**config.mk**
```make
export PLATFORM = sky130hd
export DESIGN_NAME = timeline_gap_fill_scheduler
export DESIGN_NICKNAME = d
export VERILOG_FILES = /design/src/tgfs_pkg.sv /design/src/tgfs_seg_mem.sv /design/src/tgfs_sub.sv /design/src/timeline_gap_fill_scheduler.sv
export SDC_FILE = /design/constraint.sdc
export NUM_CORES = 2
export LEC_CHECK = 0
export BUFFER_PORTS_ARGS = -buffer_cell sky130_fd_sc_hd__buf_2
export CORE_UTILIZATION = 50
export DETAILED_ROUTE_END_ITERATION = 12
export MAX_ROUTING_LAYER = met4
export PLACE_DENSITY = 0.79
export SLEW_MARGIN = 10
export SYNTH_ARGS = -nofsm -noshare
export SYNTH_HDL_FRONTEND = slang
export SYNTH_HIERARCHICAL = 1
export SYNTH_SLANG_ARGS = --single-unit
```
**constraint.sdc**
```tcl
create_clock -name i_clk -period 11.09 [get_ports i_clk]
set_input_delay 1.109 -clock i_clk [delete_from_list [all_inputs] [get_ports i_clk]]
set_output_delay 1.109 -clock i_clk [all_outputs]
set_load 0.01 [all_outputs]
```
**src/tgfs_pkg.sv**
```systemverilog
package tgfs_pkg;

    localparam int MAX_SEGMENTS_DEF = 64;
    localparam int TIME_BITS_DEF    = 32;

    localparam logic REQ_ADD   = 1'b0;
    localparam logic REQ_CLEAR = 1'b1;

    localparam logic [1:0] ST_APPEND = 2'd0;
    localparam logic [1:0] ST_GAP    = 2'd1;
    localparam logic [1:0] ST_FULL   = 2'd2;
    localparam logic [1:0] ST_CLEAR  = 2'd3;

endpackage

```
**src/tgfs_seg_mem.sv**
```systemverilog
module tgfs_seg_mem #(
    parameter int DEPTH = tgfs_pkg::MAX_SEGMENTS_DEF,
    parameter int DW    = tgfs_pkg::TIME_BITS_DEF + 1
) (
    input  logic                     i_clk,
    input  logic                     i_we,
    input  logic [$clog2(DEPTH)-1:0] i_waddr,
    input  logic [DW-1:0]            i_wdata,
    input  logic [$clog2(DEPTH)-1:0] i_raddr,
    output logic [DW-1:0]            o_rdata
);
    logic [DW-1:0] r_mem [DEPTH];

    always_ff @(posedge i_clk) begin
        if (i_we) begin
            r_mem[i_waddr] <= i_wdata;
        end
        o_rdata <= r_mem[i_raddr];
    end
endmodule

```
**src/tgfs_sub.sv**
```systemverilog
// Shared subtractor: difference and borrow.
module tgfs_sub #(
    parameter int W = tgfs_pkg::TIME_BITS_DEF
) (
    input  logic [W-1:0] i_a,
    input  logic [W-1:0] i_b,
    output logic [W-1:0] o_diff,
    output logic         o_borrow
);
    logic [W:0] w_full;

    assign w_full   = {1'b0, i_a} - {1'b0, i_b};
    assign o_diff   = w_full[W-1:0];
    assign o_borrow = w_full[W];
endmodule

```
**src/timeline_gap_fill_scheduler.sv**
```systemverilog
// Timeline gap-fill scheduler. The block holds one processor's timeline as an
// ordered list of idle and busy segments in a segment memory with one write
// and one read port, plus a running end time. Each request on the slave
// stream (tuser = request kind, tdata = earliest start and task length)
// yields exactly one result on the master stream (tuser = status, tdata =
// granted start, granted finish, timeline end and leading idle). A start at
// or past the end time is appended as an idle piece, when one is needed, and
// a busy piece. An earlier start walks the list backward, one segment per
// cycle through one shared subtractor; if a gap fits, the block then shifts
// the tail up one entry per cycle and writes up to three pieces, else it
// appends at the end time. A clear empties the list and goes straight to
// the result. s_axis_tready is high only while no request is in work; a
// finished result waits in the master output register and the next request
// is taken meanwhile, and a second finished result holds the block until
// that register drains. Rejected requests (store full) leave the timeline
// untouched.
module timeline_gap_fill_scheduler #(
    parameter int MAX_SEGMENTS = tgfs_pkg::MAX_SEGMENTS_DEF,
    parameter int TIME_BITS    = tgfs_pkg::TIME_BITS_DEF
) (
    input  logic         i_clk,
    input  logic         i_rst_n,
    input  logic         s_axis_tvalid,
    output logic         s_axis_tready,
    input  logic [47:0]  s_axis_tdata,   // earliest_start[31:0], task_length[47:32]
    input  logic         s_axis_tuser,   // req_type
    output logic         m_axis_tvalid,
    input  logic         m_axis_tready,
    output logic [127:0] m_axis_tdata,   // granted_start, granted_finish,
                                         // timeline_end, first_busy_time
    output logic [1:0]   m_axis_tuser    // status
);
    localparam int TB = TIME_BITS;
    localparam int AW = $clog2(MAX_SEGMENTS);
    localparam int CW = $clog2(MAX_SEGMENTS + 1);
    localparam int XW = ((TB > 16) ? TB : 16) + 1;
    localparam int SW = (TB > 32) ? TB : 32;
    localparam logic [TB-1:0] TMAX = {TB{1'b1}};

    typedef enum logic [3:0] {
        S_IDLE, S_PRIME, S_WALK, S_FIX, S_SH_RD, S_SH_WR, S_WR_LEAD,
        S_WR_TASK, S_WR_TRAIL, S_APPEND, S_AP_IDLE, S_AP_TASK, S_DONE
    } t_state;

    t_state        r_state;
    logic [TB-1:0] r_start, r_end, r_first, r_cur, r_gs, r_gd, r_tgt;
    logic [TB-1:0] r_lead, r_trail, r_when, r_idle, r_tdur;
    logic [15:0]   r_len;
    logic [CW-1:0] r_count;
    logic [AW-1:0] r_k, r_gi, r_src, r_wpos;
    logic          r_found;
    logic [1:0]    r_needed;
    logic [31:0]   r_res_start, r_res_fin;
    logic [1:0]    r_res_st;
    logic          r_mv;
    logic [127:0]  r_mdata;
    logic [1:0]    r_muser;

    // segment memory ports; busy flag in the top bit
    logic          w_we;
    logic [AW-1:0] w_waddr, w_raddr;
    logic [TB:0]   w_wdata, w_rdata;

    tgfs_seg_mem #(.DEPTH(MAX_SEGMENTS), .DW(TB + 1)) u_mem (
        .i_clk   (i_clk),
        .i_we    (w_we),
        .i_waddr (w_waddr),
        .i_wdata (w_wdata),
        .i_raddr (w_raddr),
        .o_rdata (w_rdata)
    );

    // shared subtractor, operands picked by state
    logic [TB-1:0] w_sa, w_sb, w_diff;
    logic          w_borrow;

    tgfs_sub #(.W(TB)) u_sub (
        .i_a      (w_sa),
        .i_b      (w_sb),
        .o_diff   (w_diff),
        .o_borrow (w_borrow)
    );

    always_comb begin
        case (r_state)
            S_FIX: begin
                w_sa = r_tgt;
                w_sb = r_gs;
            end
            S_APPEND: begin
                w_sa = r_when;
                w_sb = r_end;
            end
            default: begin
                w_sa = r_cur;
                w_sb = w_rdata[TB-1:0];
            end
        endcase
    end

    // input start, saturated to the time range
    logic [SW-1:0] w_in_start;
    logic [TB-1:0] w_start_sat;
    assign w_in_start  = SW'(s_axis_tdata[31:0]);
    assign w_start_sat = (w_in_start > SW'(TMAX)) ? TMAX : w_in_start[TB-1:0];

    logic [XW-1:0] w_len_x, w_sl, w_gend, w_tl, w_finx;
    logic [TB-1:0] w_len_tb, w_d, w_cur_n, w_trail, w_fin;
    logic          w_busy, w_sat;
    logic [1:0]    w_fix_need, w_ap_need;
    logic [CW:0]   w_fix_tot, w_ap_tot;

    assign w_len_x    = XW'(r_len);
    assign w_len_tb   = w_len_x[TB-1:0];
    assign w_sl       = XW'(r_start) + w_len_x;
    assign w_d        = w_rdata[TB-1:0];
    assign w_busy     = w_rdata[TB];
    assign w_cur_n    = w_borrow ? '0 : w_diff;
    assign w_gend     = XW'(r_gs) + XW'(r_gd);
    assign w_tl       = XW'(r_tgt) + w_len_x;
    assign w_trail    = (w_gend >= w_tl) ? TB'(w_gend - w_tl) : '0;
    assign w_fix_need = {1'b0, (w_diff != '0)} + {1'b0, (w_trail != '0)};
    assign w_fix_tot  = (CW + 1)'(r_count) + (CW + 1)'(w_fix_need);
    assign w_finx     = XW'(r_when) + w_len_x;
    assign w_sat      = w_finx > XW'(TMAX);
    assign w_fin      = w_sat ? TMAX : w_finx[TB-1:0];
    assign w_ap_need  = {1'b0, (w_diff != '0)} + 2'd1;
    assign w_ap_tot   = (CW + 1)'(r_count) + (CW + 1)'(w_ap_need);

    // memory access per state
    always_comb begin
        w_we    = 1'b0;
        w_waddr = r_wpos;
        w_wdata = {1'b0, r_lead};
        w_raddr = r_k;
        case (r_state)
            S_PRIME:   w_raddr = AW'(r_count - CW'(1));
            S_WALK:    w_raddr = r_k - AW'(1);
            S_SH_RD:   w_raddr = r_src;
            S_SH_WR: begin
                w_we    = 1'b1;
                w_waddr = r_src + AW'(r_needed);
                w_wdata = w_rdata;
                w_raddr = r_src - AW'(1);
            end
            S_WR_LEAD: w_we = 1'b1;
            S_WR_TASK: begin
                w_we    = 1'b1;
                w_wdata = {1'b1, w_len_tb};
            end
            S_WR_TRAIL: begin
                w_we    = 1'b1;
                w_wdata = {1'b0, r_trail};
            end
            S_AP_IDLE: begin
                w_we    = 1'b1;
                w_waddr = AW'(r_count);
                w_wdata = {1'b0, r_idle};
            end
            S_AP_TASK: begin
                w_we    = 1'b1;
                w_waddr = AW'(r_count);
                w_wdata = {1'b1, r_tdur};
            end
            default: ;
        endcase
    end

    always_ff @(posedge i_clk) begin
        if (!i_rst_n) begin
            r_state <= S_IDLE;
            r_count <= '0;
            r_end   <= '0;
            r_first <= '0;
            r_mv    <= 1'b0;
        end else begin
            // drop the output transaction once taken; S_DONE reloads it itself
            if (r_mv && m_axis_tready && r_state != S_DONE) begin
                r_mv <= 1'b0;
            end
            case (r_state)
                S_IDLE: begin
                    if (s_axis_tvalid) begin
                        r_start <= w_start_sat;
                        r_len   <= s_axis_tdata[47:32];
                        r_cur   <= r_end;
                        r_found <= 1'b0;
                        if (s_axis_tuser == tgfs_pkg::REQ_CLEAR) begin
                            // empty the list; stale entries are never read
                            r_count     <= '0;
                            r_end       <= '0;
                            r_first     <= '0;
                            r_res_start <= '0;
                            r_res_fin   <= '0;
                            r_res_st    <= tgfs_pkg::ST_CLEAR;
                            r_state     <= S_DONE;
                        end else if (w_start_sat >= r_end) begin
                            r_when  <= w_start_sat;
                            r_state <= S_APPEND;
                        end else begin
                            r_k     <= AW'(r_count - CW'(1));
                            r_state <= S_PRIME;
                        end
                    end
                end
                S_PRIME: r_state <= S_WALK;
                S_WALK: begin
                    // one segment per cycle, newest first
                    logic stop;
                    stop = 1'b0;
                    r_cur <= w_cur_n;
                    if (w_busy) begin
                        if (XW'(w_cur_n) < w_sl) begin
                            stop = 1'b1;
                        end
                    end else if (XW'(w_d) >= w_len_x) begin
                        r_gi    <= r_k;
                        r_gs    <= w_cur_n;
                        r_gd    <= w_d;
                        r_found <= 1'b1;
                        if (w_cur_n < r_start) begin
                            r_tgt <= r_start;
                            stop = 1'b1;
                        end else begin
                            r_tgt <= w_cur_n;
                        end
                    end
                    if (stop || r_k == '0) begin
                        // found flag updated this cycle counts too
                        if (r_found || (!w_busy && XW'(w_d) >= w_len_x)) begin
                            r_state <= S_FIX;
                        end else begin
                            r_when  <= r_end;
                            r_state <= S_APPEND;
                        end
                    end else begin
                        r_k <= r_k - AW'(1);
                    end
                end
                S_FIX: begin
                    r_lead   <= w_diff;
                    r_trail  <= w_trail;
                    r_needed <= w_fix_need;
                    r_wpos   <= r_gi;
                    r_src    <= AW'(r_count - CW'(1));
                    if (w_fix_tot > (CW + 1)'(MAX_SEGMENTS)) begin
                        r_res_start <= '0;
                        r_res_fin   <= '0;
                        r_res_st    <= tgfs_pkg::ST_FULL;
                        r_state     <= S_DONE;
                    end else if (w_fix_need != 2'd0 &&
                                 (CW + 1)'(r_count) > (CW + 1)'(r_gi) + (CW + 1)'(1)) begin
                        r_state <= S_SH_RD;
                    end else if (w_diff != '0) begin
                        r_state <= S_WR_LEAD;
                    end else begin
                        r_state <= S_WR_TASK;
                    end
                end
                S_SH_RD: r_state <= S_SH_WR;
                S_SH_WR: begin
                    // move the tail up by the number of extra pieces
                    if (r_src == r_gi + AW'(1)) begin
                        r_state <= (r_lead != '0) ? S_WR_LEAD : S_WR_TASK;
                    end else begin
                        r_src <= r_src - AW'(1);
                    end
                end
                S_WR_LEAD: begin
                    r_wpos  <= r_wpos + AW'(1);
                    r_state <= S_WR_TASK;
                end
                S_WR_TASK: begin
                    r_wpos <= r_wpos + AW'(1);
                    if (r_trail != '0) begin
                        r_state <= S_WR_TRAIL;
                    end else begin
                        r_count     <= r_count + CW'(r_needed);
                        r_res_start <= 32'(r_tgt);
                        r_res_fin   <= 32'(w_tl);
                        r_res_st    <= tgfs_pkg::ST_GAP;
                        r_state     <= S_DONE;
                    end
                    if (r_gi == '0) begin
                        // the gap was the leading idle segment
                        r_first <= r_lead;
                    end
                end
                S_WR_TRAIL: begin
                    r_count     <= r_count + CW'(r_needed);
                    r_res_start <= 32'(r_tgt);
                    r_res_fin   <= 32'(w_tl);
                    r_res_st    <= tgfs_pkg::ST_GAP;
                    r_state     <= S_DONE;
                end
                S_APPEND: begin
                    r_idle <= w_diff;
                    r_tdur <= w_fin - r_when;
                    if (w_ap_tot > (CW + 1)'(MAX_SEGMENTS)) begin
                        r_res_start <= '0;
                        r_res_fin   <= '0;
                        r_res_st    <= tgfs_pkg::ST_FULL;
                        r_state     <= S_DONE;
                    end else begin
                        r_res_start <= 32'(r_when);
                        r_res_fin   <= 32'(w_fin);
                        r_res_st    <= tgfs_pkg::ST_APPEND;
                        if (r_count == '0) begin
                            r_first <= w_diff;
                        end
                        r_end   <= w_fin;
                        r_state <= (w_diff != '0) ? S_AP_IDLE : S_AP_TASK;
                    end
                end
                S_AP_IDLE: begin
                    r_count <= r_count + CW'(1);
                    r_state <= S_AP_TASK;
                end
                S_AP_TASK: begin
                    r_count <= r_count + CW'(1);
                    r_state <= S_DONE;
                end
                S_DONE: begin
                    // hold until the output register is free
                    if (!r_mv || m_axis_tready) begin
                        r_mv    <= 1'b1;
                        r_mdata <= {32'(r_first), 32'(r_end), r_res_fin, r_res_start};
                        r_muser <= r_res_st;
                        r_state <= S_IDLE;
                    end
                end
                default: r_state <= S_IDLE;
            endcase
        end
    end

    assign s_axis_tready = (r_state == S_IDLE);
    assign m_axis_tvalid = r_mv;
    assign m_axis_tdata  = r_mdata;
    assign m_axis_tuser  = r_muser;
endmodule

```
; ---- Word-level counts from Yosys, hierarchy flattened
; Memory sizes are Yosys's and may differ from the RTL's. A register that Yosys moved wholly into a read port is not among the register bits.
; Cells that the tools add are included.
[classes]
n_addsub = 20
order_cmp = 10
n_eq_ne = 32
muxes = 82
n_bitwise = 1
reduce_logical = 45
[ops]
columns = op, n
row1 = $mux W32, 22
row2 = $pmux W32 S2, 5
row3 = $pmux W32 S5, 2
row4 = $pmux W33 S5, 1
row5 = $reduce_bool A32 Y1, 4
row6 = $add A32 B16 Y33, 3
row7 = $pmux W32 S3, 1
row8 = $sub A32 B32 Y32, 2
row9 = $pmux W4 S12, 1
row10 = $pmux W6 S2, 4
row11 = $add A32 B32 Y33, 1
row12 = $ge A33 B33 Y1, 1
row13 = $gt A33 B32 Y1 const B, 1
row14 = $lt A32 B33 Y1, 1
row15 = $sub A32 B32 Y33, 1
row16 = $ge A32 B16 Y1, 1
row17 = $ge A32 B32 Y1, 1
row18 = $gt A32 B32 Y1 const B, 1
row19 = $lt A32 B32 Y1, 1
row20 = $mux W4, 8
row21 = $ne A2 B2 Y1 const B, 16
row22 = $mux W6, 5
row23 = $pmux W7 S4, 1
row24 = $pmux W6 S4, 1
row25 = other kinds (43), 105
[word_totals]
regBits = 635
mem_bits_rw = 2112
wordCells = 218
n_memories = 1
[memory_table]
columns = memory, depth, word_bits, rd, rd_clocked_by_memory_dff, wr, line
row1 = u_mem.r_mem, 64, 33, 1, 1, 1, tgfs_seg_mem.sv:12  ; logic [DW-1:0] r_mem [DEPTH];

; ---- Depth between registers and ports, before layout
[depth]
depth_word = 13
ltp_mapped = 39
depth_no_buf = 38

; ---- Hierarchy
; The synthesis kept the hierarchy.
[modules_own_cells]
columns = mod, n_inst, cells_per_inst, area_each_um2, seq_area_each_um2
row1 = tgfs_seg_mem, 1, 3610, 81094.0, 64081.5
row2 = timeline_gap_fill_scheduler, 1, 3527, 36518.8, 18307.6
row3 = tgfs_sub, 1, 276, 1890.6, 0.0

; ---- Worst setup path before layout
; Ideal clock, no wire load.
[synth_timing]
path_type = input -> register
start = input i_rst_n
end = register r_mdata[0], in the netlist m_axis_tdata[0], enable pin
setup_ns = 0.805
t_arrival_ns = 11.266
path_slack_ns = -0.981
stages = 4
cell_sequence = clkbuf_1 -> clkinv_1 -> clkbuf_1 -> nor3b_1
[synth_between]
elab_chain_cells = 1
[synth_rtl]
columns = element, line
row1 = start: declaration, timeline_gap_fill_scheduler.sv:22  ; input logic i_rst_n,
row2 = $reduce_and A3 Y1 (no source line), -
row3 = end signal: assignment, timeline_gap_fill_scheduler.sv:327  ; r_mdata <= {32'(r_first), 32'(r_end), r_res_fin, r_res_start};
row4 = end: declaration, timeline_gap_fill_scheduler.sv:56  ; logic [127:0] r_mdata;
; No other way between the ends.
; A chain may end at the register's enable or synchronous reset.

; ---- Worst setup path in the final report
[layout_timing]
start = register r_state[2]
end = register r_when[31], enable pin
[layout_between]
elab_chain_cells = 13
[layout_rtl]
columns = element, line
row1 = start: declaration, timeline_gap_fill_scheduler.sv:45  ; t_state r_state;
row2 = start signal: assignment, timeline_gap_fill_scheduler.sv:264  ; r_state <= (r_lead != '0) ? S_WR_LEAD : S_WR_TASK;
row3 = start signal: assignment, timeline_gap_fill_scheduler.sv:312  ; r_state <= (w_diff != '0) ? S_AP_IDLE : S_AP_TASK;
row4 = $eq A4 B4 Y1 / $eq A4 B2 Y1 (equally long branches), timeline_gap_fill_scheduler.sv:85  ; case (r_state)
row5 = $pmux W32 S2 *, timeline_gap_fill_scheduler.sv:85
row6 = via w_sa[0], timeline_gap_fill_scheduler.sv:74  ; logic [TB-1:0] w_sa, w_sb, w_diff;
row7 = $sub A32 B32 Y33 *, tgfs_sub.sv:12  ; assign w_full = {1'b0, i_a} - {1'b0, i_b};
row8 = via w_diff[26], timeline_gap_fill_scheduler.sv:74
row9 = $mux W32 *, timeline_gap_fill_scheduler.sv:118  ; assign w_cur_n = w_borrow ? '0 : w_diff;
row10 = via w_cur_n[26], timeline_gap_fill_scheduler.sv:108  ; logic [TB-1:0] w_len_tb, w_d, w_cur_n, w_trail, w_fin;
row11 = $lt A32 B32 Y1, timeline_gap_fill_scheduler.sv:221  ; if (w_cur_n < r_start) begin
row12 = $mux W1, timeline_gap_fill_scheduler.sv:221
row13 = $mux W1, timeline_gap_fill_scheduler.sv:216  ; end else if (XW'(w_d) >= w_len_x) begin
row14 = $mux W1 *, timeline_gap_fill_scheduler.sv:212  ; if (w_busy) begin
row15 = $mux W1 *, timeline_gap_fill_scheduler.sv:181  ; case (r_state)
row16 = $mux W1 *, timeline_gap_fill_scheduler.sv:170  ; if (!i_rst_n) begin
row17 = $logic_or A1 B1 Y1 *, timeline_gap_fill_scheduler.sv:228  ; if (stop || r_k == '0) begin
row18 = $ne A2 B2 Y1 (no source line) *, -
row19 = $reduce_and A7 Y1 (no source line) *, -
row20 = end signal: assignment, timeline_gap_fill_scheduler.sv:198  ; r_when <= w_start_sat;
row21 = end signal: assignment, timeline_gap_fill_scheduler.sv:233  ; r_when <= r_end;
row22 = end: declaration, timeline_gap_fill_scheduler.sv:47  ; logic [TB-1:0] r_lead, r_trail, r_when, r_idle, r_tdur;
; The timed path passes the listed nets; every way through them passes the cells marked *. The select of a mux whose other input is x is not followed.

==> flow_summary.toml <==
[clock_network]
clk_pin_slew_ps = 60
cts_resized = 0
cts_tree = "built"
cts_root_buffer = "clkbuf_16"
htree_levels = 5
cts_buffers = 296
postCtsSetupBuffers = 0
clk_path_buf_depth = 4
clock_latency_ps = 970
cts_hold_buffers = 0
cts.sinks = 2780

[critical_path]
worst_ep_required_time_ps = 11620
crit_path_start_kind = "register"
critPathKind = "reg -> reg"
rrSetupSlack_ps = 690
crit_arrival_ps = 10930
crit_path_max_fanout = 43
ff2ff_path_depth = 26
cp-end-kind = "register"
r2r-start = "r_state[2]$_SDFFE_PN0P_"
reg2reg_to = "r_when[31]$_DFFE_PP_"

[logic_synthesis]
ys.flop_type = "edfxtp_1"
synth_nets = 7782
synth_edf_count = 2671
synth_seq_area_share_pct = 68.9
syn_inst = 7413
async_reset_ff_share_pct = 0
synthDistinctLibCells = 98
avgSynthCellArea_um2 = 16.1
syn_area_mm2 = 0.120
ys_ff_latch = 2780
synth-warning-count = 6

[finish]
fill_cells = 17166
top_register = "u_mem/r_mem"
nets = 8102
regArea_mm2 = 0.0824
largest_register_ffs = 2112
post-route-cell-area_mm2 = 0.135
area_delta_synth_final_pct = 13.0
multi_input_area_mm2 = 0.0357
layout_commonest_cell = "edfxtp_1"
drive_gt1_share_pct = 18.8
final_cells = 11163
mostFrequentLayoutCells = "edfxtp_1, nand2_1, mux4_2"

[timing]
skew_ps = 118
rsz0062_at_grt = "false"
post-route-min-period_ps = 10400
period_share_pct = 93.8
whs_ps = 372
hold_viol = 0
drv_slew = 0
finalSetupTns_ps = 0
slew-limit-headroom_pct = 5.21
setup_violations = 0
fmax_ghz = 0.0961
setup_ws_ps = 689
tightest_slew_ps = 1420

[floorplan]
initial_core_util_pct = 50.3
pin_count = 185
die_w_um = 491
fp-row-count = 179
dieHeight_um = 491
die_area_mm2 = 0.241
coreArea_mm2 = 0.238

[grt]
gr-total-overflow = 0
grt_pass1_wl_um = 542000
antenna_found_initial = 43
grt_max_degree = 126
grtUsageTotal_pct = 32.6
grt_pass1_vias = 74028

[detailed_routing]
wl_per_cell_um = 34.8
via_per_inst = 6.82
vias = 76080
first_pass_iters = 8
ant_nets = 0
drc = 0
drt_iter0_drc = 11900
wl_um = 389000

[power_and_ir_drop]
power_leakage_nw = 45.1
vdd_ir_drop_max_v = 0.000299
power_density_mw_per_mm2 = 306

[placement]
gp_congestion = 1.02
io_buffers = 184
dpl.cell_count = 10601
placedInstanceArea_mm2 = 0.126
dp_hpwl_um = 238000
pre_cts_ws_ps = 1270

[min_path]
holdPathEnd = "r_len[12]$_DFFE_PP_"
holdCritPathClass = "in -> reg"
hp-start = "s_axis_tdata[44]"
holdPathStages = 1

[run_status]
status = "complete, no violations"

[flow_run]
drv_cap = 0
metal layers:
| metal | vias to the layer above | part of all wire (%) | global-route usage (%) |
|---|---|---|---|
| met5 | - | 0 | - |
| met4 | 0 | 6.8 | 18.9 |
| met3 | 1248 | 12 | 7.05 |
| met2 | 6383 | 46 | 48.9 |
| met1 | 38254 | 35 | 41.2 |
| li1 | 30195 | - | - |
cell families after synthesis:
logic type | share of synthesized area, %
flops | 68.9
simple gates | 6.08
compound gates | 7.62
mux | 10.3
buf+inv | 2.14
fa+ha+maj | 3.37
xor+xnor | 1.57
where the power goes:
group	internal [mW]	switching, mW	leakage [nW]
sequential	13.6	0.532	25.0
combinational	5.59	11.9	15.6
clock	5.60	4.13	4.54
through the flow:
stage | power (mW) | utilization, %
6_report | 41.3 | 56.8
5_1_grt | 42.2 | 56.8
4_1_cts | 40.7 | 56.7
3_5_place_dp | 30.8 | 52.8
3_3_place_gp | 30.5 | 52.8
2_1_floorplan | 24.3 | -
worst max-delay path by stage:
stage | end | from
after global routing | r_when[27]$_DFFE_PP_ | r_state[2]$_SDFFE_PN0P_
final | r_when[31]$_DFFE_PP_ | r_state[2]$_SDFFE_PN0P_
after CTS | r_when[27]$_DFFE_PP_ | r_state[2]$_SDFFE_PN0P_
after floorplan | r_res_fin[0]$_DFFE_PP_ | r_len[0]$_DFFE_PP_
after global placement | r_when[27]$_DFFE_PP_ | r_state[2]$_SDFFE_PN0P_
after detailed placement | r_when[27]$_DFFE_PP_ | r_state[2]$_SDFFE_PN0P_
final cells by class:
class,instances,share of cell area (%)
sequential,2780,61.0
clock buffer,365,5.80
clock inverter,148,1.05
tap,3167,2.94
multi-input combinational,4031,26.5
inverter,222,0.617
timing repair buffer,402,1.99
antenna,48,0.0890
critical path, stage by stage (launching register included):
cell      delay (ps)
dfxtp_1          630
nor2_1           230
and3_4           430
nor2_4           670
buf_4            540
nand2_1          100
nand2_1           90
inv_1             40
ha_1             240
fa_1             430
nor2b_1          200
o2111a_1         240
o21ai_1          150
a21oi_2          370
a21oi_1          220
o31ai_1          860
nor2b_1          780
ha_1             350
o21ai_0          140
nand2b_1          70
a21oi_1          190
nor3_1           190
a221oi_1         960
a21oi_1          450
o2111a_1         380
nor4_2           290
buf_4            560
synthesized netlist by cell type (9+ instances only):
library cell,number,share of area (%)
mux2i_1,113,0.95
buf_2,70,0.29
buf_4,11,0.069
a21o_1,105,0.66
nand4_1,110,0.58
mux2_2,22,0.21
a31oi_1,63,0.33
nand2_1,568,1.8
o21a_1,39,0.24
o22ai_1,63,0.33
dfxtp_1,109,1.8
a41oi_1,11,0.081
edfxtp_1,2671,67
a21oi_1,221,0.93
nor2_1,301,0.95
o21bai_1,32,0.20
xnor2_1,118,0.86
and4_1,12,0.088
a211oi_1,90,0.57
or2_2,20,0.10
o211ai_1,22,0.14
a22oi_1,210,1.3
ha_1,306,3.2
or3_1,15,0.079
nor3_1,59,0.25
a21boi_0,10,0.063
xor2_1,95,0.70
nor2b_1,100,0.52
clkbuf_1,256,0.80
o2111ai_1,9,0.066
nand3_1,151,0.63
o221ai_1,58,0.43
a222oi_1,18,0.15
a211o_1,10,0.073
inv_1,220,0.69
nor4_1,42,0.22
buf_1,20,0.063
fa_1,10,0.17
a221oi_1,13,0.095
mux4_2,484,9.1
and3_1,63,0.33
o21ai_0,275,1.2
buf_6,21,0.20
nand2b_1,48,0.25
No activity file was read; power rests on OpenSTA's default activity.
